### src/rtl/core/sic_out_buf.sv
// Output register with a skid stage for the result channel.
module sic_out_buf (
    input  logic aclk,
    input  logic aresetn,
    input  logic in_valid,
    input  logic in_data,
    output logic full,
    output logic m_valid,
    input  logic m_ready,
    output logic m_data
);

    logic m_valid_reg, m_valid_next;
    logic m_data_reg, m_data_next;
    logic skid_valid_reg, skid_valid_next;
    logic skid_data_reg, skid_data_next;

    // Control flags.
    always_ff @(posedge aclk) begin
        if (!aresetn) begin
            m_valid_reg    <= 1'b0;
            skid_valid_reg <= 1'b0;
        end else begin
            m_valid_reg    <= m_valid_next;
            skid_valid_reg <= skid_valid_next;
        end
    end

    // Payload holds need no reset.
    always_ff @(posedge aclk) begin
        m_data_reg    <= m_data_next;
        skid_data_reg <= skid_data_next;
    end

    // The user must offer a new item only while the skid stage is empty; this block does not enforce it.
    always_comb begin
        m_valid_next    = m_valid_reg;
        m_data_next     = m_data_reg;
        skid_valid_next = skid_valid_reg;
        skid_data_next  = skid_data_reg;
        if (!m_valid_reg || m_ready) begin
            if (skid_valid_reg) begin
                m_valid_next    = 1'b1;
                m_data_next     = skid_data_reg;
                skid_valid_next = 1'b0;
            end else begin
                m_valid_next = in_valid;
                m_data_next  = in_data;
            end
        end else if (in_valid) begin
            skid_valid_next = 1'b1;
            skid_data_next  = in_data;
        end
    end

    assign full    = skid_valid_reg;
    assign m_valid = m_valid_reg;
    assign m_data  = m_data_reg;

endmodule

### config.mk
export PLATFORM = sky130hd
export DESIGN_NAME = sic_out_buf
export DESIGN_NICKNAME = d
export VERILOG_FILES = /design/src/rtl/core/sic_out_buf.sv
export SDC_FILE = /design/constraint.sdc
export NUM_CORES = 1
export LEC_CHECK = 0
export BUFFER_PORTS_ARGS = -buffer_cell sky130_fd_sc_hd__buf_2
export CAP_MARGIN = 0
export CORE_AREA = 2 2 39 41
export DETAILED_ROUTE_END_ITERATION = 8
export DIE_AREA = 0 0 41 43
export PLACE_DENSITY = 0.3
export REMOVE_ABC_BUFFERS = 1
export SKIP_LAST_GASP = 1
export SYNTH_ARGS = -nofsm -noshare
export SYNTH_HDL_FRONTEND = slang
export SYNTH_SLANG_ARGS = --single-unit
### constraint.sdc
create_clock -name aclk -period 1.5 [get_ports aclk]
set_input_delay 0.3 -clock aclk [delete_from_list [all_inputs] [get_ports aclk]]
set_output_delay 0.3 -clock aclk [all_outputs]
set_load 0.02 [all_outputs]
* Word level (Yosys, flattened, before mapping)
Cells that the tools add are included.
** Operators by class
- Muxes and demuxes :: 2
- Bitwise logic cells :: 2
- Reduce and logical (&&, ||, !) cells :: 4
** Operators by type and width (count)
- 2-to-1 mux 1 bit :: 2
- inverter 1 bit :: 2
- AND reduction 2 bit :: 1
- OR reduction 2 bit :: 1
- logical NOT 1 bit :: 1
- logical OR 1 bit :: 1
** Word-level totals
- Register bits :: 4
- Bits of input ports :: 5
- Output and inout bits :: 3
- Logic and storage cells :: 12

* Longest topological paths before layout
- Word-level depth :: 4
- Depth in mapped cells :: 2

* Worst setup path after synthesis
No wires, ideal clock.
- Path kind :: reg2reg
- From :: register skid_valid_reg (netlist: full)
- To :: register m_data_reg (netlist: m_data) (data pin)
- Setup time :: 0.260 ns
- Arrival :: 0.810 ns
- Required time :: 1.240 ns
- Setup slack :: 0.430 ns
- Cell stages (with the launch flop) :: 2
- Period minus slack after synthesis :: 1.070 ns
- Cell sequence :: dfxtp_1 > mux2_2
** On the way
- Word-level cells in the longest chain between the ends :: 1
** RTL lines
- start, declared :: RTL line 15 : logic skid_valid_reg, skid_valid_next;
- start signal, assigned :: RTL line 25 : skid_valid_reg <= skid_valid_next;
- 2-to-1 mux 1 bit :: RTL line 42 : if (skid_valid_reg) begin
- end signal, assigned :: RTL line 31 : m_data_reg <= m_data_next;
- end, declared :: RTL line 14 : logic m_data_reg, m_data_next;
No other way between the ends.
A chain may end at the register's enable or synchronous reset.

* Worst setup path after layout
- From :: register skid_valid_reg (netlist: full)
- To :: output full
** RTL lines
- end, declared :: RTL line 7 : output logic full,
No word-level cell between the ends.

==> results.cfg <==
[worst_setup_path]
reg2regPathDepth = 1
cp_max_fo = 4
critPathSlowestCell = dfxtp_1
crit_path_max_incr_delay_ns = 0.37
setup.worst_path.start = full
r2r_end = m_data
path_cells = buf_2
start_kind = flop
cpLargestDelayFamily = flip-flops
crit_buf_inv = 1
cp.depth = 1
critPathCaptureType = primary output
arrival_ns = 0.79
setup.worst_path.class = reg -> out
cp-endpoint = full
required_ns = 1.20
rrSetupSlack_ns = 0.54
reg2reg_from = full

[layout]
drive_gt1_frac = 0.619
diodes = 0
syn_to_final_growth_pct = 52.4
final_cells = 37
final_nets = 27
fillers = 157

[flow_run]
cap_violations = 0

[synthesis]
synthAdderAreaFrac = 0
netlist_instances = 10
syn_area_sq_um = 155
synth_compound_area_frac = 0.121
synth_xor_area_frac = 0
yosys.area_share.simple = 0.137
synth_area_per_cell_sq_um = 15.5
yosys_warnings = 0
muxShareOfSynthArea = 0.0726
synth_cell_type_count = 8
synth_top_family_by_area = simple AND/OR/NAND/NOR gates
ys_seq_area_frac = 0.645
ys_ff_latch = 4

[route]
initialDrtViolationCount = 0
antenna_left = 0
routed_via_density = 3.11
drc_errors = 0
wirelength_um = 251
drt_pass1_iterations = 1
detail_route.wl_per_cell_um = 6.78
via_count = 115

[floorplan]
die_width_um = 41
num_rows = 14
start_util = 0.112
die_h_um = 43
die_area_sq_um = 1760
core_sq_um = 1380
ios = 8

[clock_tree]
post_cts.repair.setup_buffers = 0
cts_sinks = 4
cts_root_buffer = clkbuf_4
cts_resized = 0
tritoncts = done
htree_levels = 1
clk-insertion-delay-late_ns = 0.23
cts_hold_buf = 0
clk_pin_slew_worst_paths_ns = 0.04
clock_path_buffers = 2
cts-buffers-inserted = 3

[power]
switching_power_uw = 59.5
seq_power_share = 0.419
power_uw = 293
p_sw_frac = 0.203
p_leak_nw = 0.111
p_per_area_nw_per_um2 = 1240
ir_drop_uv = 361
p_clk_frac = 0.492
internal-power_uw = 233
comb_power_share = 0.089

[timing]
post-route-period-util = 0.724
maxSlewHeadroom = 0.906
layout_min_cycle_time_ns = 1.09
clock_skew_ns = 0.00775
worst_slack_ns = 0.414
rsz0062_at_grt = no
worstMarginPinSlew_ns = 0.141
hold_viol = 0
fmax_mhz = 920
setup_viol = 0
fin_tns_setup_ns = 0
slew_viol_final = 0

[min_path]
hold_class = in -> reg
holdPathStages = 1

[grt]
grt-ovfl-total = 0
grt_pass1_wl_um = 489
grt_pass1_vias = 122
antenna_found_initial = 0
grt_usage = 0.0473
grt_max_degree = 5

[place]
globalplace.congestion = 0.586
place_inst = 33
pre_cts_ws_ns = 0.518
port_buffers = 7

[outcome]
status = finished, final reports clean
## logic make-up (layout without fill, tap and decap cells)
| kind of cell | Yosys count | count (layout) |
|---|---|---|
| buffers and inverters | 1 | 12 |
| multiplexers | 1 | 1 |
| flip-flops | 4 | 4 |
| AND/OR/NAND/NOR | 2 | 2 |
| AO/OA/AOI/OAI | 2 | 2 |
## worst min-delay path by stage
stage                               end  slack, ns  startpoint
after global placement    skid_data_reg       0.50     in_data
after global routing      skid_data_reg       0.25     in_data
after floorplan           skid_data_reg       0.40     in_data
after detailed placement  skid_data_reg       0.50     in_data
final                     skid_data_reg       0.26     in_data
after CTS                 skid_data_reg       0.25     in_data
## layer usage
metal,track usage,share of wire,up-vias
met5,0,0,-
met4,0.0200,0,0
met2,0.0406,0.27,10
met3,0.0628,0.24,0
li1,-,-,58
met1,0.0617,0.49,47
## area by class of cell
type | instances | area [sq um] | share of cell area
well taps | 16 | 20.0 | 0.0847
inverters | 1 | 3.75 | 0.0159
flip-flops and latches | 4 | 100 | 0.423
multi-input cells | 5 | 51.3 | 0.217
clock buffers | 4 | 26.3 | 0.111
repair buffers | 7 | 35.0 | 0.148
## cells in the final DEF (no fill, tap or decap), drive strengths merged
cell type / n
o211a: 1
dfxtp: 2
inv: 1
clkbuf: 4
and2: 1
o31a: 1
nor2b: 1
buf: 7
edfxtp: 2
mux2: 1
## stage by stage
step | hold slack, ns | cell area [sq um] | util
2_1_floorplan | 0.399 | 155 | -
3_5_place_dp | 0.500 | 210 | 0.152
6_report | 0.258 | 236 | 0.171
3_3_place_gp | 0.498 | 210 | 0.152
4_1_cts | 0.252 | 236 | 0.171
5_1_grt | 0.248 | 236 | 0.171
## power by group through the flow
stage / combinational (mW) / clock (mW) / sequential (mW)
2_1_floorplan: 0.00809 / 0 / 0.131
3_3_place_gp: 0.0256 / 0 / 0.124
3_5_place_dp: 0.0264 / 0 / 0.125
4_1_cts: 0.0264 / 0.152 / 0.123
5_1_grt: 0.0291 / 0.166 / 0.123
6_report: 0.0260 / 0.144 / 0.123
## cell usage after synthesis
master,count,area (sq um)
mux2_2,1,11.3
inv_1,1,3.75
edfxtp_1,2,60.1
nor2b_4,1,13.8
and2_2,1,7.51
dfxtp_1,2,40.0
o211a_1,1,10.0
o31a_1,1,8.76
(Power assumes the default switching activity.)
